$ cat src/sv/mvm_pkg.sv
// Shared constants, codes and the command type of the matrix-vector multiplier.
package mvm_pkg;

	localparam int MAX_COLS    = 256;
	localparam int MAX_ROWS    = 4096;
	localparam int DATA_WIDTH  = 16;
	localparam int COL_W       = $clog2(MAX_COLS);
	localparam int ROW_W       = $clog2(MAX_ROWS);
	localparam int NCOL_W      = 9;
	localparam int NROW_W      = 13;
	localparam int SUM_W       = 40;
	localparam int PROD_W      = 2 * DATA_WIDTH;
	localparam int QUEUE_DEPTH = 4;
	localparam int QPTR_W      = $clog2(QUEUE_DEPTH);
	localparam int QCNT_W      = $clog2(QUEUE_DEPTH + 1);

	// Item opcodes.
	localparam logic OP_LOAD   = 1'b0;
	localparam logic OP_MATRIX = 1'b1;

	// Configuration register indexes.
	localparam logic CFG_NUM_ROWS = 1'b0;
	localparam logic CFG_NUM_COLS = 1'b1;

	// One classified item, passed from the front end to the back end.
	typedef struct packed {
		logic                         is_load;
		logic [COL_W-1:0]             addr;
		logic signed [DATA_WIDTH-1:0] data;
		logic                         end_row;
		logic [ROW_W-1:0]             row;
		logic                         last;
	} cmd_t;

endpackage

$ cat src/sv/mvm_ram.sv
// Generic single-write, single-read RAM with registered read data.
module mvm_ram #(
	parameter int WIDTH = 16,
	parameter int DEPTH = 256
) (
	input  logic                     clk,
	input  logic                     we,
	input  logic [$clog2(DEPTH)-1:0] waddr,
	input  logic [WIDTH-1:0]         wdata,
	input  logic                     re,
	input  logic [$clog2(DEPTH)-1:0] raddr,
	output logic [WIDTH-1:0]         rdata
);

	logic [WIDTH-1:0] mem_q [DEPTH];

	// Write port and registered read port.
	always_ff @(posedge clk) begin
		if (we) begin
			mem_q[waddr] <= wdata;
		end
		if (re) begin
			rdata <= mem_q[raddr];
		end
	end

endmodule

$ cat src/sv/mvm_back.sv
// Back end: vector store, multiply-accumulate pipeline and result register.
module mvm_back (
	input  logic                                 clk,
	input  logic                                 arst_n,
	input  logic                                 empty,
	input  mvm_pkg::cmd_t                        pop_cmd,
	output logic                                 pop,
	output logic                                 result_valid,
	input  logic                                 result_stall,
	output logic signed [mvm_pkg::SUM_W-1:0]     row_result,
	output logic [mvm_pkg::ROW_W-1:0]            row_index,
	output logic                                 last_row
);
	import mvm_pkg::*;

	logic                         advance;
	logic                         mat_issue;
	logic [DATA_WIDTH-1:0]        vec_rdata;

	logic                         valid_s1;
	logic signed [DATA_WIDTH-1:0] a_s1;
	logic                         end_s1;
	logic [ROW_W-1:0]             row_s1;
	logic                         last_s1;

	logic                         valid_s2;
	logic signed [PROD_W-1:0]     prod_s2;
	logic                         end_s2;
	logic [ROW_W-1:0]             row_s2;
	logic                         last_s2;

	logic signed [SUM_W-1:0]      sum_q;
	logic signed [SUM_W-1:0]      sum_next;
	logic                         out_valid_q;

	// The whole pipeline moves unless a finished result is held by the consumer.
	assign advance      = !(out_valid_q && result_stall);
	assign pop          = advance && !empty;
	assign mat_issue    = pop && !pop_cmd.is_load;
	assign result_valid = out_valid_q;
	assign sum_next     = sum_q + SUM_W'(prod_s2);

	mvm_ram #(
		.WIDTH (DATA_WIDTH),
		.DEPTH (MAX_COLS)
	) u_vec_ram (
		.clk   (clk),
		.we    (pop && pop_cmd.is_load),
		.waddr (pop_cmd.addr),
		.wdata (pop_cmd.data),
		.re    (mat_issue),
		.raddr (pop_cmd.addr),
		.rdata (vec_rdata)
	);

	// Payload of the multiply stages and the row result register.
	always_ff @(posedge clk) begin
		if (advance) begin
			a_s1    <= pop_cmd.data;
			end_s1  <= pop_cmd.end_row;
			row_s1  <= pop_cmd.row;
			last_s1 <= pop_cmd.last;
			prod_s2 <= a_s1 * $signed(vec_rdata);
			end_s2  <= end_s1;
			row_s2  <= row_s1;
			last_s2 <= last_s1;
		end
		if (advance && valid_s2 && end_s2) begin
			row_result <= sum_next;
			row_index  <= row_s2;
			last_row   <= last_s2;
		end
	end

	// Stage valids, running sum and result handshake.
	always_ff @(posedge clk or negedge arst_n) begin
		if (!arst_n) begin
			valid_s1    <= 1'b0;
			valid_s2    <= 1'b0;
			sum_q       <= '0;
			out_valid_q <= 1'b0;
		end else begin
			if (advance) begin
				valid_s1 <= mat_issue;
				valid_s2 <= valid_s1;
				if (valid_s2) begin
					sum_q <= end_s2 ? '0 : sum_next;
				end
				out_valid_q <= valid_s2 && end_s2;
			end
		end
	end

endmodule

$ cat config.mk
export PLATFORM = sky130hd
export DESIGN_NAME = mvm_back
export DESIGN_NICKNAME = d
export VERILOG_FILES = /design/src/sv/mvm_pkg.sv /design/src/sv/mvm_ram.sv /design/src/sv/mvm_back.sv
export SDC_FILE = /design/constraint.sdc
export NUM_CORES = 2
export LEC_CHECK = 0
export ABC_AREA = 1
export BUFFER_PORTS_ARGS = -buffer_cell sky130_fd_sc_hd__buf_2
export CORE_MARGIN = 5
export CORE_UTILIZATION = 35
export DETAILED_ROUTE_END_ITERATION = 10
export PLACE_DENSITY = 0.56
export RECOVER_POWER = 100
export SKIP_CTS_REPAIR_TIMING = 1
export SKIP_LAST_GASP = 1
export SYNTH_ARGS = -nofsm -noshare
export SYNTH_HDL_FRONTEND = slang
export SYNTH_SLANG_ARGS = --single-unit
$ cat constraint.sdc
create_clock -name clk -period 7 [get_ports clk]
set_input_delay 1.4 -clock clk [delete_from_list [all_inputs] [get_ports clk]]
set_output_delay 1.4 -clock clk [all_outputs]
set_load 0.02 [all_outputs]
==> impl_metrics.tcl <==
set metrics [dict create \
    dieWidth_um 723 \
    cts-root-buf "clkbuf_16" \
    post-route-drc-count 0 \
    tritoncts "yes" \
    numCtsBuffers 432 \
    synth_nets 15000 \
    crit_chain "dlymetal6s4s_1 -> clkbuf_2" \
    dr_total_vias 113525 \
    crit_path_top_delay_cell "dlymetal6s4s_1" \
    clock_skew_ns 0.102 \
    grt_util_met3_pct 3.15 \
    hold_violations 0 \
    grt_util_all_layers_pct 20.5 \
    final_common_cell "nand2_1" \
    die_y_um 723 \
    coreArea_mm2 0.506 \
    clk-insertion-delay-late_ns 1.03 \
    min_period_ns 6.84 \
    p_total_mw 70.1 \
    hp-class "register to register" \
    synth_top_family_by_area "simple AND/OR/NAND/NOR gates" \
    synthMuxAreaShare_pct 0 \
    ys_warn_count 0 \
    globalplace.congestion 0.912 \
    critical-path-top-delay-family "buffers and inverters" \
    final_nets 15340 \
    crit_type "primary input to register" \
    synth_edf_count 4241 \
    ys_types 43 \
    path_buf_inv 2 \
    drt-total-wl_mm 550 \
    crit_required_ns 7.55 \
    area_delta_synth_final_pct 12.8 \
    final_max_slew_viol_count 3520 \
    numClockSinks 4284 \
    rsz0062_at_grt "no" \
    critPathMaxStageDelay_ns 3.91 \
    grt.busiest_layer "met2" \
    synthAdderAreaFrac_pct 3.81 \
    viasPerCell 5.16 \
    maxSlewHeadroom_pct -330 \
    htree_levels 5 \
    crit_fanout 114 \
    synth_top_flop_cell "edfxtp_1" \
    final.period_utilization_pct 97.7 \
    peakVddDrop_mv 0.581 \
    std_cell_rows 261 \
    die_area_mm2 0.522 \
    netlist_instances 14573 \
    port_buffers 97 \
    yosys_register_bits 4284 \
    r2r_slack_ns 0.51 \
    drive_above_1_share_pct 6.22 \
    ant_nets 0 \
    arrival_ns 7.39 \
    grt_max_degree 138 \
    final_cell_mix "nand2_1 (5990), edfxtp_1 (4241), nor2_1 (823)" \
    wl_per_cell_um 25.0 \
    use_met2_pct 32.5 \
    grt_pass1_vias 108120 \
    power.density_mw_per_mm2 350 \
    end_kind "register" \
    avgSynthCellArea_um2 12.2 \
    synthXorXnorAreaFrac_pct 0.237 \
    drv_cap 61 \
    critPathLaunchType "primary input" \
    gr-total-overflow 0 \
    dpl.hpwl_mm 332 \
    async_flop_share_pct 1.00 \
    status "finished, violations left" \
    firstDrtPassIters 8 \
    synth_compound_area_share_pct 3.39 \
    p_leak_nw 71.8 \
    ys_seq_area_share_pct 72.3 \
    start_util_pct 35.1 \
    max_freq_mhz 146 \
    io_pins 98 \
    grt_pass1_wl_mm 786 \
    tns_ns 0 \
    antenna_found_initial 30 \
    clock_path_buffers 4 \
    setup_viol 0 \
    tightest_slew_ns 6.45 \
    violations "max-capacitance violations, max-slew violations" \
    grtUsageMet1_pct 28.1 \
    synthSimpleGateAreaFrac_pct 17.3 \
    drt_iter0_drc 12553 \
    cts.reportedPaths.clkPinSlew_ns 0.06 \
    synth_area_mm2 0.178 \
]
kinds of logic (layout without fill, tap and decap cells):
kind of cell,count (synthesis),count (layout)
AOI/OAI and AO/OA,941,941
xor gates and xnor gates,48,48
adders and majority gates,384,384
buffers and inverters,1246,1945
DFF,4284,4284
other,0,24
and+or+nand+nor,7670,7670
power by group:
| part | total [mW] | switching (mW) | internal, mW |
|---|---|---|---|
| registers | 29.6 | 0.234 | 29.3 |
| logic | 18.0 | 11.8 | 6.16 |
| clock network | 22.6 | 9.94 | 12.6 |
| total | 70.1 | 22.0 | 48.1 |
area by class of cell:
class / instances / area (um2)
sequential: 4284 / 128000
tap: 6706 / 8390
fill: 47938 / 305000
inverter: 540 / 2060
timing repair buffer: 612 / 3870
clock inverter: 274 / 2400
multi-input combinational: 9043 / 44000
antenna: 24 / 60.1
clock buffer: 519 / 11300
final timing paths:
check | from | endpoint | depth (start not counted)
worst max-delay path | pop_cmd[18] | u_vec_ram.mem_q[139][4]$_DFFE_PP_ | 2
worst min-delay path | row_s2[1]$_DFFE_PN_ | row_index[1]$_DFFE_PP_ | 0
worst max register to register | result_valid$_DFFE_PN0N_ | u_vec_ram.mem_q[56][11]$_DFFE_PP_ | 9
worst min register to register | row_s2[1]$_DFFE_PN_ | row_index[1]$_DFFE_PP_ | 0
max in group asynchronous | arst_n | sum_q[19]$_DFFE_PN0P_ | 1
min in group asynchronous | arst_n | sum_q[29]$_DFFE_PN0P_ | 1
per-layer routing:
layer | vias up | wire (um)
met5 | - | 65
met4 | 10 | 24200
met3 | 878 | 43900
met2 | 4878 | 254000
met1 | 56751 | 228000
li1 | 51008 | -
sequential cells by signal, indices dropped and copies added (netlist names):
name and flops:
a_s1 16, last_s2 1, valid_s2 1, prod_s2 32
row_s2 12, row_index 12, result_valid 1, end_s2 1
u_vec_ram.mem_q 4096, u_vec_ram.rdata 16, row_result 40, valid_s1 1
last_row 1, last_s1 1, end_s1 1, sum_q 40
row_s1 12
synthesized netlist by cell type (all sizes together) (25+ instances only):
cell type  number  area share [%]
o21ai         274            0.77
nand2        5998              13
a21oi         214            0.60
xor2           25            0.12
a22oi         404             1.8
inv           535             1.1
clkbuf        310            0.65
fa            263             3.0
buf           396             1.2
dfrtp          43            0.61
nand4         622             2.2
nor2          848             1.8
ha            121            0.85
edfxtp       4241              72
nand3         146            0.41
through the flow:
| step | cell area [um2] | instances | utilization, % | hold WS (ns) | worst slack [ns] |
|---|---|---|---|---|---|
| 5_1_grt | 200000 | 21983 | 39.6 | 0.380 | 0.124 |
| 2_1_floorplan | 178000 | 14573 | - | 0.400 | 0.467 |
| 4_1_cts | 202000 | 21978 | 39.9 | 0.377 | 0.556 |
| 3_3_place_gp | 188000 | 21185 | 37.2 | 0.400 | 0.613 |
| 6_report | 201000 | 22002 | 39.6 | 0.373 | 0.162 |
| 3_5_place_dp | 188000 | 21185 | 37.2 | 0.405 | 0.589 |
Note: power is estimated with default switching activity, not from simulation.
