<file path="src/sv/mvm_pkg.sv">
// Shared constants, codes and the command type of the matrix-vector multiplier.
package mvm_pkg;

	localparam int MAX_COLS    = 256;
	localparam int MAX_ROWS    = 4096;
	localparam int DATA_WIDTH  = 16;
	localparam int COL_W       = $clog2(MAX_COLS);
	localparam int ROW_W       = $clog2(MAX_ROWS);
	localparam int NCOL_W      = 9;
	localparam int NROW_W      = 13;
	localparam int SUM_W       = 40;
	localparam int PROD_W      = 2 * DATA_WIDTH;
	localparam int QUEUE_DEPTH = 4;
	localparam int QPTR_W      = $clog2(QUEUE_DEPTH);
	localparam int QCNT_W      = $clog2(QUEUE_DEPTH + 1);

	// Item opcodes.
	localparam logic OP_LOAD   = 1'b0;
	localparam logic OP_MATRIX = 1'b1;

	// Configuration register indexes.
	localparam logic CFG_NUM_ROWS = 1'b0;
	localparam logic CFG_NUM_COLS = 1'b1;

	// One classified item, passed from the front end to the back end.
	typedef struct packed {
		logic                         is_load;
		logic [COL_W-1:0]             addr;
		logic signed [DATA_WIDTH-1:0] data;
		logic                         end_row;
		logic [ROW_W-1:0]             row;
		logic                         last;
	} cmd_t;

endpackage

</file>
<file path="src/sv/mvm_front.sv">
// Front end: configuration registers, item transfer and classification into commands.
module mvm_front (
	input  logic                                 clk,
	input  logic                                 arst_n,
	input  logic                                 item_valid,
	output logic                                 item_stall,
	input  logic                                 opcode,
	input  logic signed [mvm_pkg::DATA_WIDTH-1:0] element_value,
	input  logic                                 cfg_valid,
	output logic                                 cfg_ready,
	input  logic                                 cfg_index,
	input  logic [mvm_pkg::NROW_W-1:0]           cfg_data,
	input  logic                                 queue_full,
	output logic                                 push,
	output mvm_pkg::cmd_t                        push_cmd
);
	import mvm_pkg::*;

	logic [NROW_W-1:0] num_rows_q;
	logic [NCOL_W-1:0] num_cols_q;
	logic [COL_W-1:0]  load_ptr_q;
	logic [COL_W-1:0]  col_q;
	logic [ROW_W-1:0]  row_q;

	logic [NCOL_W-1:0] cols_eff;
	logic [NROW_W-1:0] rows_eff;
	logic [NCOL_W-1:0] ptr_inc;
	logic [NCOL_W-1:0] col_cur;
	logic [NCOL_W-1:0] col_inc;
	logic [NROW_W-1:0] row_inc;
	logic              end_row;
	logic              last;

	assign cfg_ready  = 1'b1;
	assign item_stall = queue_full;
	assign push       = item_valid && !queue_full;

	// Out-of-range register values are clamped to the legal range.
	always_comb begin
		if (num_cols_q == '0) begin
			cols_eff = NCOL_W'(1);
		end else if (num_cols_q > NCOL_W'(MAX_COLS)) begin
			cols_eff = NCOL_W'(MAX_COLS);
		end else begin
			cols_eff = num_cols_q;
		end
		if (num_rows_q == '0) begin
			rows_eff = NROW_W'(1);
		end else if (num_rows_q > NROW_W'(MAX_ROWS)) begin
			rows_eff = NROW_W'(MAX_ROWS);
		end else begin
			rows_eff = num_rows_q;
		end
	end

	// Column position, end of row and final row of the current matrix element.
	always_comb begin
		ptr_inc = NCOL_W'(load_ptr_q) + NCOL_W'(1);
		col_cur = NCOL_W'(col_q);
		if (col_cur >= cols_eff) begin
			col_cur = cols_eff - NCOL_W'(1);
		end
		col_inc = col_cur + NCOL_W'(1);
		end_row = col_inc >= cols_eff;
		row_inc = NROW_W'(row_q) + NROW_W'(1);
		last    = row_inc >= rows_eff;
	end

	// Command for the back end.
	always_comb begin
		push_cmd.is_load = (opcode == OP_LOAD);
		push_cmd.addr    = (opcode == OP_LOAD) ? load_ptr_q : col_cur[COL_W-1:0];
		push_cmd.data    = element_value;
		push_cmd.end_row = end_row;
		push_cmd.row     = row_q;
		push_cmd.last    = last;
	end

	// Configuration registers and stream position counters.
	always_ff @(posedge clk or negedge arst_n) begin
		if (!arst_n) begin
			num_rows_q <= NROW_W'(1);
			num_cols_q <= NCOL_W'(1);
			load_ptr_q <= '0;
			col_q      <= '0;
			row_q      <= '0;
		end else begin
			if (cfg_valid) begin
				unique case (cfg_index)
					CFG_NUM_ROWS: num_rows_q <= cfg_data;
					CFG_NUM_COLS: num_cols_q <= cfg_data[NCOL_W-1:0];
					default:      num_rows_q <= num_rows_q;
				endcase
			end
			if (push) begin
				if (opcode == OP_LOAD) begin
					load_ptr_q <= (ptr_inc >= cols_eff) ? '0 : ptr_inc[COL_W-1:0];
				end else if (!end_row) begin
					col_q <= col_inc[COL_W-1:0];
				end else begin
					col_q <= '0;
					row_q <= last ? '0 : row_inc[ROW_W-1:0];
				end
			end
		end
	end

endmodule

</file>
<file path="config.mk">
export PLATFORM = sky130hd
export DESIGN_NAME = mvm_front
export DESIGN_NICKNAME = d
export VERILOG_FILES = /design/src/sv/mvm_pkg.sv /design/src/sv/mvm_front.sv
export SDC_FILE = /design/constraint.sdc
export NUM_CORES = 1
export LEC_CHECK = 0
export ABC_AREA = 1
export BUFFER_PORTS_ARGS = -buffer_cell sky130_fd_sc_hd__buf_2
export CORE_UTILIZATION = 40
export DETAILED_ROUTE_END_ITERATION = 8
export HOLD_SLACK_MARGIN = 0.05
export MAX_ROUTING_LAYER = met4
export PLACE_DENSITY = 0.62
export SLEW_MARGIN = 10
export SYNTH_ARGS = -nofsm -noshare
export SYNTH_HDL_FRONTEND = slang
export SYNTH_SLANG_ARGS = --single-unit
</file>
<file path="constraint.sdc">
create_clock -name clk -period 5.95 [get_ports clk]
set_clock_uncertainty 0.1 [all_clocks]
set_input_delay 1.785 -clock clk [delete_from_list [all_inputs] [get_ports clk]]
set_output_delay 1.785 -clock clk [all_outputs]
set_load 0.05 [all_outputs]
</file>
==> results.tsv <==
stage	metric	value	unit
routing	met3 WL	471	µm
sta	maximum clock rate	0.1755	GHz
routing	length of routed wiring on met1	4666	µm
setup_path	CP max stage delay	0.41	ns
floorplanning	die area	10620	µm²
pwr	Flop pwr share	0.238	
sta	Tmin final	5.699	ns
pwr	cell-internal power	0.9731	mW
final_layout	final net count	677	
cts	Num CTS Buffers	5	
floorplanning	Die W	103.1	µm
yosys	synth unique cells	42	
setup_path	R2R Setup Slk	1.25	ns
routing	drt pass-1 iters	4	
routing	drt total wl	9905	µm
place	DP HPWL	7694	µm
setup_path	Critical Path Most Common Cell	nand2_1	
yosys	Post-Synth XOR/XNOR Area	0.03859	
final_layout	post-route cell area	4637	µm²
final_layout	n_diodes	0	
worst_hold_path	hold depth	2	
worst_hold_path	worst min path class	reg2reg	
cts	Clock transition at path regs	0.09	ns
yosys	Synth Area in Adders	0.1317	
floorplanning	Die H	103.1	µm
pwr	Lkg Pwr	2.457	nW
routing	DR WL met2	4661	µm
yosys	Post-Synth Simple-Gate Area	0.2919	
yosys	multiplexer share of the synthesized area	0.008270	
setup_path	slowest CP cell	dfrtp_1	
setup_path	Setup CP Type	reg2out	
setup_path	worst-path fanout max	6	
job	total of max-cap violations	0	
routing	vias per cell	4.964	
final_layout	most common cell after layout, fill and taps aside	nand2_1	
floorplanning	Ports	78	
pwr	Logic pwr share	0.654	
place	Routability Congestion	0.9457	
worst_hold_path	hold path start	num_rows_q[0]$_DFFE_PN1P_	
grt	initial antenna violation count	0	
setup_path	CP arrival	3.81	ns
setup_path	CP endpoint kind	primary output	
sta	Hold Fails Final Rpt	0	
sta	Pins Over Slew Limit	0	
sta	Final WS setup	0.2515	ns
final_layout	layout cells sized above 1	0.2003	
yosys	net count after synthesis	632	
sta	Max-slew headroom	0.4227	
setup_path	R2R depth	30	
routing	DR WL/cell	13.53	µm
grt	vias in the first global route	3436	
sta	worst slew pin tran	0.8628	ns
cts	CTS root buf	clkbuf_8	
setup_path	CP bufs+invs	5	
sta	total negative slack	0	ns
yosys	Yosys reg bits	50	
final_layout	most frequent cells in the layout	nand2_1 (159), inv_1 (60), dfrtp_1 (47)	
yosys	sequential fraction of the synthesis area	0.3069	
place	port bufs	44	
grt	global route total overflow	0	
routing	via count	3634	
pwr	worst vdd ir	0.1839	mV
cts	Skew-Pair Late Insertion Delay	0.31	ns
pwr	switching power share of the total	0.5173	
final_layout	area grow syn2layout	13.51	%
grt	maximum number of pins on one net before global-route repair	51	
yosys	Avg Inst Size Synth	7.387	µm²
pwr	Pwr per Cell Area	434.8	nW/µm²
grt	first-pass GRT wire length	16370	µm
cts	Clock Tree Buf Depth	2	
setup_path	Worst setup SP type	register	
place	Place WS	0.1512	ns
floorplanning	# rows	36	
sta	Final period util	0.9577	
yosys	Yosys warning total	0	
cts	clk sinks	50	
routing	DRT iter0 DRCs	142	
routing	post-route ant nets	0	
grt	global-route usage over all layers	0.2062	
cts	H-tree levels	2	
setup_path	R2R Path End	row_q[2]$_DFFE_PN0P_	
worst_hold_path	Worst Hold End	num_rows_q[0]$_DFFE_PN1P_	
yosys	Compound-Gate Fraction of Synth Area	0.1100	
status	outcome	finished clean	
setup_path	Crit path max-delay family	simple AND/OR/NAND/NOR gates	
routing	Top Metal Used	met4	
sta	Final setup viols	0	
yosys	Syn Inst Count	553	
cts	cts hold-fix bufs	0	
setup_path	CP required	4.07	ns
floorplanning	core area	9819	µm²
floorplanning	Initial Util	0.4160	
pwr	clock share of power	0.108	
setup_path	FF-to-FF Start	num_cols_q[3]$_DFFE_PN0P_	
yosys	largest family of logic cells by synthesized area	simple AND/OR/NAND/NOR gates	
yosys	Mapped Area	4085	µm²
sta	Min Hold Slack	0.4131	ns
cts	TritonCTS clock tree	yes	
pwr	net switching power	1.043	mW
place	dpl cell area	4368	µm²
routing	DRC	0	
[sequential cells by signal (all words and copies together), names as in the netlist]
register,flops
num_rows_q,13
row_q,12
col_q,8
load_ptr_q,8
num_cols_q,9
[logic make-up after synthesis]
logic type               Yosys count
multiplexers                       3
other                              1
AO/OA/AOI/OAI                     79
XOR/XNOR                          18
buffers and inverters             95
flip-flops                        50
adder cells (fa/ha/maj)           43
AND/OR/NAND/NOR                  264
[final cells by class]
type | instances | area [µm²]
Fill cell | 1024 | 5182
Sequential cell | 50 | 1255
Timing Repair Buffer | 67 | 402.9
Inverter | 66 | 252.7
Clock buffer | 7 | 86.33
Tap cell | 133 | 166.4
Multi-Input combinational cell | 408 | 2465
Clock inverter | 1 | 8.758
[power by group through the flow]
stage	sequential, mW	clock [mW]	combinational (mW)
floorplan	0.486	0	0.957
global placement	0.483	0	1.19
detailed placement	0.485	0	1.21
CTS	0.479	0.226	1.23
global route	0.492	0.234	1.47
finish	0.480	0.218	1.32
[cell usage after synthesis, drive strengths merged]
| master | n | area [µm²] |
|---|---|---|
| nand4 | 13 | 81.33 |
| nor2 | 29 | 123.9 |
| or2 | 1 | 6.260 |
| mux2 | 3 | 33.78 |
| o2111ai | 1 | 8.760 |
| xnor2 | 3 | 26.28 |
| a22o | 2 | 17.52 |
| buf | 23 | 186.4 |
| clkbuf | 6 | 22.52 |
| dfstp | 2 | 52.55 |
| nor3b | 1 | 7.510 |
| dfrtp | 48 | 1201 |
| and2 | 1 | 6.260 |
| nor4 | 2 | 12.51 |
| nor3 | 8 | 51.30 |
| clkinv | 1 | 3.750 |
| conb | 1 | 3.750 |
| o211ai | 3 | 36.28 |
| nand2 | 174 | 708.2 |
| inv | 65 | 244.0 |
| o21ai | 51 | 266.5 |
| xor2 | 15 | 131.4 |
| o21a | 1 | 7.510 |
| nand3 | 34 | 187.7 |
| a41oi | 1 | 8.760 |
| a21oi | 20 | 103.9 |
| ha | 43 | 538.0 |
| or4 | 1 | 7.510 |
[per-stage QoR]
stage                     cells  total power [mW]    util
final                       732             2.016  0.4722
after global routing        732             2.195  0.4722
after global placement      715             1.674  0.4448
after detailed placement    715             1.699  0.4448
after floorplan             553             1.442       -
after CTS                   723             1.935  0.4554
[per-layer routing]
| metal | global-route usage | vias up |
|---|---|---|
| li1 | - | 1876 |
| met3 | 0.02847 | 13 |
| met2 | 0.3395 | 87 |
| met4 | 0.05309 | 0 |
| met1 | 0.2667 | 1658 |
| met5 | - | - |
[what timing repair did]
item,in CTS,in global routing
endpoints found under the setup margin,1,1
pin swaps,1,13
cloned,0,0
endpoints found under the hold margin,0,0
gates resized for setup,3,22
setup buffers,0,9
[worst max path at each step]
stage                                          from            to  depth (start not counted)
after floorplan           num_cols_q[4]$_DFFE_PN0P_  push_cmd[13]                         24
after global placement    num_cols_q[3]$_DFFE_PN0P_  push_cmd[13]                         23
after detailed placement  num_cols_q[3]$_DFFE_PN0P_  push_cmd[13]                         24
after CTS                 num_cols_q[3]$_DFFE_PN0P_  push_cmd[13]                         23
after global routing      num_cols_q[1]$_DFFE_PN0P_  push_cmd[13]                         24
final                     num_cols_q[3]$_DFFE_PN0P_  push_cmd[13]                         25
[worst reg2reg max path: cells and delay by family (launching register included)]
family,cells,cell delay (ns)
flip-flops,1,0.41
AO/OA/AOI/OAI,3,0.49
AND/OR/NAND/NOR,19,2.26
buffers and inverters,6,0.87
adder cells (fa/ha/maj),2,0.52
No activity file was read; power rests on OpenSTA's default activity.
