File: src/sv/mvm_pkg.sv
// Shared constants, codes and the command type of the matrix-vector multiplier.
package mvm_pkg;

	localparam int MAX_COLS    = 256;
	localparam int MAX_ROWS    = 4096;
	localparam int DATA_WIDTH  = 16;
	localparam int COL_W       = $clog2(MAX_COLS);
	localparam int ROW_W       = $clog2(MAX_ROWS);
	localparam int NCOL_W      = 9;
	localparam int NROW_W      = 13;
	localparam int SUM_W       = 40;
	localparam int PROD_W      = 2 * DATA_WIDTH;
	localparam int QUEUE_DEPTH = 4;
	localparam int QPTR_W      = $clog2(QUEUE_DEPTH);
	localparam int QCNT_W      = $clog2(QUEUE_DEPTH + 1);

	// Item opcodes.
	localparam logic OP_LOAD   = 1'b0;
	localparam logic OP_MATRIX = 1'b1;

	// Configuration register indexes.
	localparam logic CFG_NUM_ROWS = 1'b0;
	localparam logic CFG_NUM_COLS = 1'b1;

	// One classified item, passed from the front end to the back end.
	typedef struct packed {
		logic                         is_load;
		logic [COL_W-1:0]             addr;
		logic signed [DATA_WIDTH-1:0] data;
		logic                         end_row;
		logic [ROW_W-1:0]             row;
		logic                         last;
	} cmd_t;

endpackage

File: src/sv/mvm_queue.sv
// Short command queue between the front end and the back end.
module mvm_queue (
	input  logic          clk,
	input  logic          arst_n,
	input  logic          push,
	input  mvm_pkg::cmd_t push_cmd,
	output logic          full,
	input  logic          pop,
	output logic          empty,
	output mvm_pkg::cmd_t pop_cmd
);
	import mvm_pkg::*;

	cmd_t              mem_q [QUEUE_DEPTH];
	logic [QPTR_W-1:0] wr_ptr_q;
	logic [QPTR_W-1:0] rd_ptr_q;
	logic [QCNT_W-1:0] count_q;

	assign full    = (count_q == QCNT_W'(QUEUE_DEPTH));
	assign empty   = (count_q == '0);
	assign pop_cmd = mem_q[rd_ptr_q];

	// Entry storage.
	always_ff @(posedge clk) begin
		if (push) begin
			mem_q[wr_ptr_q] <= push_cmd;
		end
	end

	// Pointers and fill count.
	always_ff @(posedge clk or negedge arst_n) begin
		if (!arst_n) begin
			wr_ptr_q <= '0;
			rd_ptr_q <= '0;
			count_q  <= '0;
		end else begin
			if (push) begin
				wr_ptr_q <= wr_ptr_q + QPTR_W'(1);
			end
			if (pop) begin
				rd_ptr_q <= rd_ptr_q + QPTR_W'(1);
			end
			if (push && !pop) begin
				count_q <= count_q + QCNT_W'(1);
			end else if (pop && !push) begin
				count_q <= count_q - QCNT_W'(1);
			end
		end
	end

endmodule

File: config.mk
export PLATFORM = sky130hd
export DESIGN_NAME = mvm_queue
export DESIGN_NICKNAME = d
export VERILOG_FILES = /design/src/sv/mvm_pkg.sv /design/src/sv/mvm_queue.sv
export SDC_FILE = /design/constraint.sdc
export NUM_CORES = 1
export LEC_CHECK = 0
export BUFFER_PORTS_ARGS = -buffer_cell sky130_fd_sc_hd__buf_2
export CAP_MARGIN = 10
export CORE_ASPECT_RATIO = 0.5
export CORE_UTILIZATION = 55
export DETAILED_ROUTE_END_ITERATION = 10
export PLACE_DENSITY = 0.81
export SLEW_MARGIN = 0
export SYNTH_ARGS = -nofsm -noshare
export SYNTH_HDL_FRONTEND = slang
export SYNTH_SLANG_ARGS = --single-unit
File: constraint.sdc
create_clock -name clk -period 2.6 [get_ports clk]
set_input_delay 0.26 -clock clk [delete_from_list [all_inputs] [get_ports clk]]
set_output_delay 0.26 -clock clk [all_outputs]
set_load 0.01 [all_outputs]
==> results of run 1 <==
-- cell type report --
type | count | area (sq um)
well taps | 140 | 175
inverters | 4 | 15.0
fillers | 663 | 3200
flip-flops and latches | 163 | 4860
multi-input cells | 62 | 1090
clock buffers | 19 | 433
repair buffers | 91 | 566
clock inverters | 12 | 140
-- stage by stage --
step | setup slack (ns) | std cells | hold slack [ns] | util [%]
floorplan | 0.639 | 238 | -0.0356 | -
global route | 0.231 | 491 | 0.0405 | 69.5
CTS | 0.283 | 491 | 0.0420 | 69.5
global placement | 0.780 | 459 | 0.0973 | 63.9
detailed placement | 0.780 | 459 | 0.106 | 63.9
finish | 0.336 | 491 | 0.0633 | 69.5
-- critical path: stages (launching register included) --
cell     delay (ns)
dfrtp_2        0.59
buf_12         0.24
mux4_1         0.58
buf_2          0.17
-- final timing paths --
kind / start / to / slack [ns] / cells past startpoint
setup reg to reg: wr_ptr_q[0] / mem_q[0][2] / 0.83 / 4
hold reg to reg: count_q[2] / count_q[2] / 0.51 / 1
setup / recovery: rd_ptr_q[0] / pop_cmd[34] / 0.34 / 3
max in group asynchronous: arst_n / rd_ptr_q[0] / 2.19 / 2
min in group asynchronous: arst_n / count_q[1] / 0.23 / 2
hold / removal: push_cmd[34] / mem_q[3][34] / 0.06 / 1
-- flip-flops by register name (all words and copies together), names as in the netlist --
name / cells
mem_q: 156
count_q: 3
rd_ptr_q: 2
wr_ptr_q: 2
-- cell families after synthesis --
kind of cell,after synthesis,share of synthesized area [%]
AND/OR/NAND/NOR,9,0.804
XOR/XNOR,6,0.866
flip-flops,163,80.1
multiplexers,40,14.7
AO/OA/AOI/OAI,1,0.0824
adder cells (fa/ha/maj),6,1.36
buffers and inverters,13,2.08
-- Yosys cell counts --
master	n	share of area, %
edfxtp_1	156	77
mux4_2	38	14
dfrtp_1	7	2.9
ha_1	5	1.0
and2_1	4	0.41
buf_12	4	1.3
buf_2	4	0.33
inv_1	4	0.25
xor2_1	4	0.58
nand2_1	2	0.12
xnor2_1	2	0.29
buf_6	1	0.19
fa_1	1	0.33
mux2_2	1	0.19
mux4_1	1	0.43
nor2_1	1	0.062
nor3_1	1	0.082
nor3b_1	1	0.12
o21ai_0	1	0.082
-- report_power, final --
part | switching (mW) | total (mW) | internal, mW | leakage, nW
Clock | 0.925 | 2.41 | 1.49 | 0.273
Combinational | 1.11 | 2.26 | 1.15 | 0.761
Sequential | 0.269 | 3.72 | 3.45 | 1.51
Total | 2.30 | 8.39 | 6.09 | 2.55
-- routing by layer --
metal | vias up | track usage, %
met2 | 84 | 33.3
met3 | 15 | 5.99
met5 | - | 0
li1 | 1203 | -
met1 | 1436 | 24.5
met4 | 0 | 9.09
-- timing repair --
| action | 4_1_cts | 5_1_grt |
|---|---|---|
| setup endpoints to repair | 0 | 0 |
| hold buffers | 1 | 0 |
| endpoints found under the hold margin | 7 | 0 |
==> results.toml, run 1 <==
[placed_design]
hpwl_microns = 6480
placed_area_sq_um = 6700
routabilityCongestion = 0.651
port_buffers = 83

[clocking]
clk_path_buf_depth = 2
clk_pin_slew_worst_paths_ns = 0.06
post_cts_resized = 0
htree_levels = 4
insertion_delay_ns = 0.41
clkSinkCount = 163
cts_root_buf = "clkbuf_16"
cts_buffers = 17
cts_tree = "yes"
post-cts-setup-buffer-count = 0

[timing]
setup_tns_ns = 0
setup_viol = 0
final_hold_viol_count = 0
min_period_over_period_pct = 87.1
skew_ns = 0.00544
finalMaxSlewViolations = 0
layout_min_cycle_time_ns = 2.26
tightestPinTransition_ns = 0.591
slew_headroom_pct = 60.6
clock.fmax_ghz = 0.442
rsz0062_at_grt = "false"

[setup_path]
path_class = "register to output pin"
path_max_fanout = 18
crit_required_ns = 2.34
cp-end-kind = "output pin"
start_kind = "register"
worstPathArrival_ns = 2.00

[final_layout]
n_antenna_cell = 0
nets = 388
drive_above_1_share_pct = 46.2
area_growth_pct = 19.9
final_cell_mix = "edfxtp_1, buf_2, mux4_2"
layout_commonest_cell = "edfxtp_1"
finalInstanceArea_sq_um = 7280

[power]
finalPower_mw = 8.39
ir_worst_vdd_uv = 629
leakage_nw = 2.55
power_density_nw_per_um2 = 1150

[route]
wl_per_cell_microns = 21.4
firstDrtPassIters = 4
wl_met2_microns = 5530
wl_met3_microns = 558
totalWireLength_microns = 10500
drc_errors = 0
drt_iter0_markers = 238
routed.top_layer = "met4"
antenna_left = 0
wl_met1_microns = 4210
viasPerCell = 5.58
vias = 2738

[yosys]
synth.avg_cell_area_sq_um = 25.5
ys_seq_elements = 163
syn-num-nets = 287
synth_cell_types = 19
synth_warnings = 0
synth_cells = 238
seq_area_frac_synth_pct = 80.1
syn_area_sq_um = 6070

[floorplanning]
start_util_pct = 57.9
die-area_sq_um = 11500
io_pins = 84
rows = 26
die_h_microns = 76.3
fp.coreArea_sq_um = 10500
die_x_microns = 151

[job]
drv_cap = 0

[global_routing]
grt_max_degree = 22
grt_pass1_vias = 2999
grtUsageTotal_pct = 20.1
overflow = 0
antenna_found_initial = 0
grt_pass1_wl_microns = 16000

[outcome]
outcome = "complete, no violations"

[hold_path]
min_path_type = "primary input to register"
Note: power is estimated with default switching activity, not from simulation.
==> run 2, diff against run 1 <==
CORE_MARGIN = 10   (was unset)
==> run 2 against run 1 <==
Net effect: non-clock buffer count did not move; power increased by 0.75%; critical path type unchanged; largest power group unchanged; fmax up 5.1%; register-to-register slack about the same; utilization about the same; routed wire length grew 8.0%; sequential share of layout area about the same.
==> results.toml, run 2 (synthesized netlist as in run 1, its figures left out) <==
[hold_path]
min_path_type = "primary input to register"

[floorplanning]
die-area_sq_um = 15900
fp.coreArea_sq_um = 10500
die_x_microns = 169
die_h_microns = 94.3
start_util_pct = 57.9
rows = 26
io_pins = 84

[global_routing]
grt_pass1_wl_microns = 17700
overflow = 0
grtUsageTotal_pct = 15.0
antenna_found_initial = 0
grt_max_degree = 28
grt_pass1_vias = 3058

[power]
leakage_nw = 2.55
ir_worst_vdd_uv = 576
finalPower_mw = 8.45
power_density_nw_per_um2 = 1160

[placed_design]
port_buffers = 83
post-place-ws_ns = 0.828
routabilityCongestion = 0.692
hpwl_microns = 7370
dp.cells = 459

[timing]
setup_viol = 0
worst_slack_ns = 0.446
tightestPinTransition_ns = 0.603
min_period_over_period_pct = 82.8
setup_tns_ns = 0
final_hold_viol_count = 0
layout_min_cycle_time_ns = 2.15
finalMaxSlewViolations = 0
clock.fmax_ghz = 0.464
rsz0062_at_grt = "false"
skew_ns = 0.00864
slew_headroom_pct = 59.8

[route]
firstDrtPassIters = 4
viasPerCell = 5.52
antenna_left = 0
totalWireLength_microns = 11300
vias = 2712
drt_iter0_markers = 177
wl_per_cell_microns = 23.1
drc_errors = 0

[clocking]
htree_levels = 4
clk_pin_slew_worst_paths_ns = 0.06
post-cts-setup-buffer-count = 0
clkSinkCount = 163
cts_root_buf = "clkbuf_16"
insertion_delay_ns = 0.41
hold_buffers = 1
post_cts_resized = 0
cts_buffers = 17
clk_path_buf_depth = 2
cts_tree = "yes"

[setup_path]
crit_required_ns = 2.34
path_class = "register to output pin"
path_max_fanout = 21
start_kind = "register"
worstPathArrival_ns = 1.89
cp-end-kind = "output pin"

[final_layout]
top_register = "mem_q"
layout_commonest_cell = "edfxtp_1"
reg.largest.list = "mem_q: 156 flops, count_q: 3 flops"
largest_register_ffs = 156
area_growth_pct = 19.9
nets = 388
drive_above_1_share_pct = 46.4
n_antenna_cell = 0
final_cell_mix = "edfxtp_1, buf_2, mux4_2"
fin_cells = 491

[job]
drv_cap = 0

[outcome]
outcome = "complete, no violations"
==> run 2: layout make-up <==
type                       instances  area, sq um
clock buffer                      19          433
inverter                           4         15.0
clock inverter                    12          164
tap                              140          175
multi-input combinational         62         1090
fill                             631         3200
sequential                       163         4860
timing repair buffer              91          541
==> run 2: metal layers <==
metal  share of wire, %  vias up  GRT usage, %
met5                  0        -             0
met2                 55       85          26.7
met4               0.71        0          3.89
li1                   -     1208             -
met3                6.3        6          5.39
met1                 38     1413          17.0
==> run 2: power by group <==
part	leakage (nW)	internal (mW)	switching, mW
sequential	1.51	3.45	0.202
combinational	0.752	1.10	1.20
clock	0.290	1.59	0.909
total	2.55	6.14	2.31
==> run 2: worst paths after layout <==
path	start	end	slack, ns	depth (start not counted)
worst max register to register	wr_ptr_q[0]	mem_q[2][28]	0.83	4
worst min-delay path	push_cmd[24]	mem_q[3][24]	0.07	1
min in group asynchronous	arst_n	count_q[0]	0.22	2
max in group asynchronous	arst_n	rd_ptr_q[0]	2.19	2
worst min register to register	count_q[2]	count_q[2]	0.52	1
worst max-delay path	rd_ptr_q[0]	pop_cmd[26]	0.45	3
==> run 2: worst max-delay path, cell delays in order (launching register included) <==
cell and delay (ns):
dfrtp_2 0.36, buf_4 0.37, mux4_2 0.59, buf_2 0.16
==> run 2: per-stage QoR <==
| stage | util (%) | hold WS (ns) | area [sq um] |
|---|---|---|---|
| global placement | 63.7 | 0.103 | 6670 |
| CTS | 69.5 | 0.0444 | 7280 |
| finish | 69.5 | 0.0656 | 7280 |
| detailed placement | 63.7 | 0.118 | 6670 |
| floorplan | - | -0.0356 | 6070 |
| global route | 69.5 | 0.0439 | 7280 |
==> run 3, diff against run 2 <==
ABC_AREA = 1   (was unset)
CORE_UTILIZATION = 52   (was 55)
PLACE_DENSITY = 0.79   (was 0.81)
clock period = 1.8 ns   (was 2.6 ns; I/O delays follow)
==> run 3 against run 2 <==
Net effect: the run now ends with setup timing left; count of clock-buffer cells in the layout did not move; cell area up 19%; synthesized area up 12%; clock power is 41% higher.
==> results.toml, run 3 <==
[outcome]
outcome = "finished with violations"
violations = "setup timing"

[timing]
setup_viol = 38
min_period_over_period_pct = 107
holdWs_ns = 0.0328
clock.fmax_ghz = 0.520
tightestPinTransition_ns = 0.277
final_hold_viol_count = 0
layout_min_cycle_time_ns = 1.92
rsz0062_at_grt = "true"
skew_ns = 0.00570
finalMaxSlewViolations = 0
slew_headroom_pct = 81.5
worst_slack_ns = -0.122

[global_routing]
grtUsageMet2_pct = 27.6
grt.met3_usage_pct = 4.44
grtUsageTotal_pct = 16.0
grt_pass1_vias = 4418
use_met1_pct = 18.2
antenna_found_initial = 1
overflow = 0
grt_pass1_wl_microns = 22700
gr-max-usage-layer = "met2"
grt_max_degree = 40

[yosys]
synth_cells = 503
yosys-top-cells-count = "edfxtp_1, nand2_1, inv_1"
synth.most_common_cell = "edfxtp_1"
synthTopCellsByArea = "edfxtp_1, nand2_1, o211ai_2"
seq_area_frac_synth_pct = 71.4
synth.avg_cell_area_sq_um = 13.5
syn-num-nets = 552
async_flop_share_pct = 4.29
ys.flop_type = "edfxtp_1"
synth_edf_count = 156
synth_warnings = 0
ys_seq_elements = 163
syn_area_sq_um = 6800
yosysTopAreaCellShare_pct = 68.8
yosysTopAreaCell = "edfxtp_1"
synth_cell_types = 18

[clocking]
cts_tree = "yes"
clkSinkCount = 163
insertion_delay_ns = 0.42
clk_pin_slew_worst_paths_ns = 0.06
clk_path_buf_depth = 2
cts_root_buf = "clkbuf_16"
cts_buffers = 17
htree_levels = 4

[power]
power_density_nw_per_um2 = 1660
ir_worst_vdd_uv = 1040
leakage_nw = 3.54
finalPower_mw = 14.3

[setup_path]
worstPathArrival_ns = 1.74
r2r_end = "mem_q[1][16]"
path_class = "register to output pin"
reg2reg_depth = 5
start_kind = "register"
rrSetupSlack_ns = 0.31
cp-end-kind = "output pin"
r2r_start = "wr_ptr_q[1]"
crit_required_ns = 1.62
path_max_fanout = 18

[route]
wl_per_cell_microns = 17.9
drt_iter0_markers = 329
drc_errors = 0
vias = 4249
viasPerCell = 5.16
antenna_left = 0
totalWireLength_microns = 14800
firstDrtPassIters = 5

[hold_path]
min_path_type = "primary input to register"
hold_end = "rd_ptr_q[0]"
hp-start = "pop"
holdPathStages = 2

[placed_design]
port_buffers = 83
hpwl_microns = 8010
routabilityCongestion = 0.743
dp.cells = 743

[floorplanning]
die_x_microns = 182
die_h_microns = 101
io_pins = 84
start_util_pct = 53.4
rows = 29
die-area_sq_um = 18300
fp.coreArea_sq_um = 12700

[final_layout]
top_register = "mem_q"
layout_commonest_cell = "edfxtp_1"
post-route-util_pct = 67.8
drive_above_1_share_pct = 26.8
largest_register_ffs = 156
fin_cells = 824
final_cell_mix = "edfxtp_1, nand2_1, inv_1"
nets = 689
reg.largest.list = "mem_q: 156 flops, count_q: 3 flops"
area_growth_pct = 26.9

[job]
drv_cap = 0
==> run 3: critical path, stage by stage (launching register included) <==
cell and delay (ns):
dfrtp_4 0.51, buf_4 0.17, buf_8 0.15, o211ai_1 0.22
nand2_1 0.13, buf_6 0.14
==> run 3: timing repair <==
item / 4_1_cts / 5_1_grt
setup endpoints to repair: 35 / 39
buffers inserted: 5 / 0
hold buffers: 40 / 0
hold endpoints to repair: 163 / 0
pin swaps: 35 / 21
gates cloned: 1 / 2
gates resized for setup: 11 / 8
==> run 3: cells by family after synthesis <==
group	after synthesis	share of synthesized area, %
AO/OA/AOI/OAI	79	11.0
AND/OR/NAND/NOR	134	7.48
XOR/XNOR	4	0.515
buffers and inverters	117	8.33
flip-flops	163	71.4
adder cells (fa/ha/maj)	6	1.21
==> run 3: how the worst max path moves through the flow <==
stage                     start           to  slack (ns)  cells past startpoint
finish              rd_ptr_q[0]  pop_cmd[38]       -0.12                      5
global placement    rd_ptr_q[0]  pop_cmd[10]        0.35                      4
global route        rd_ptr_q[0]  pop_cmd[11]       -0.16                      5
CTS                 rd_ptr_q[0]  pop_cmd[19]       -0.06                      5
detailed placement  rd_ptr_q[0]  pop_cmd[29]        0.29                      5
floorplan           wr_ptr_q[0]  mem_q[3][0]        0.06                      3
==> run 3: metrics by stage <==
stage,TNS (ns),setup WS (ns),area (sq um)
after floorplan,0,0.0582,6820
after global placement,0,0.346,7450
after detailed placement,0,0.294,7450
after CTS,-0.884,-0.0650,8550
after global routing,-3.87,-0.163,8630
final,-1.47,-0.122,8630
==> run 3: area by class of cell <==
| class | count | area (sq um) |
|---|---|---|
| sequential | 163 | 4860 |
| fill | 782 | 4100 |
| multi-input combinational | 223 | 1400 |
| timing repair buffer | 145 | 1230 |
| clock buffer | 19 | 433 |
| inverter | 90 | 349 |
| tap | 170 | 213 |
| clock inverter | 13 | 141 |
| antenna | 1 | 2.50 |
==> run 3: layer usage <==
metal  share of wire (%)  vias to the layer above
met1                  42                     2063
met2                  51                      133
met4                 2.0                        0
met3                 5.1                       26
met5                   0                        -
li1                    -                     2027
==> run 3: report_power, final <==
group / internal [mW] / switching, mW / leakage [nW]
Clock: 2.15 / 1.38 / 0.279
Combinational: 2.28 / 3.26 / 1.75
Sequential: 4.99 / 0.267 / 1.51
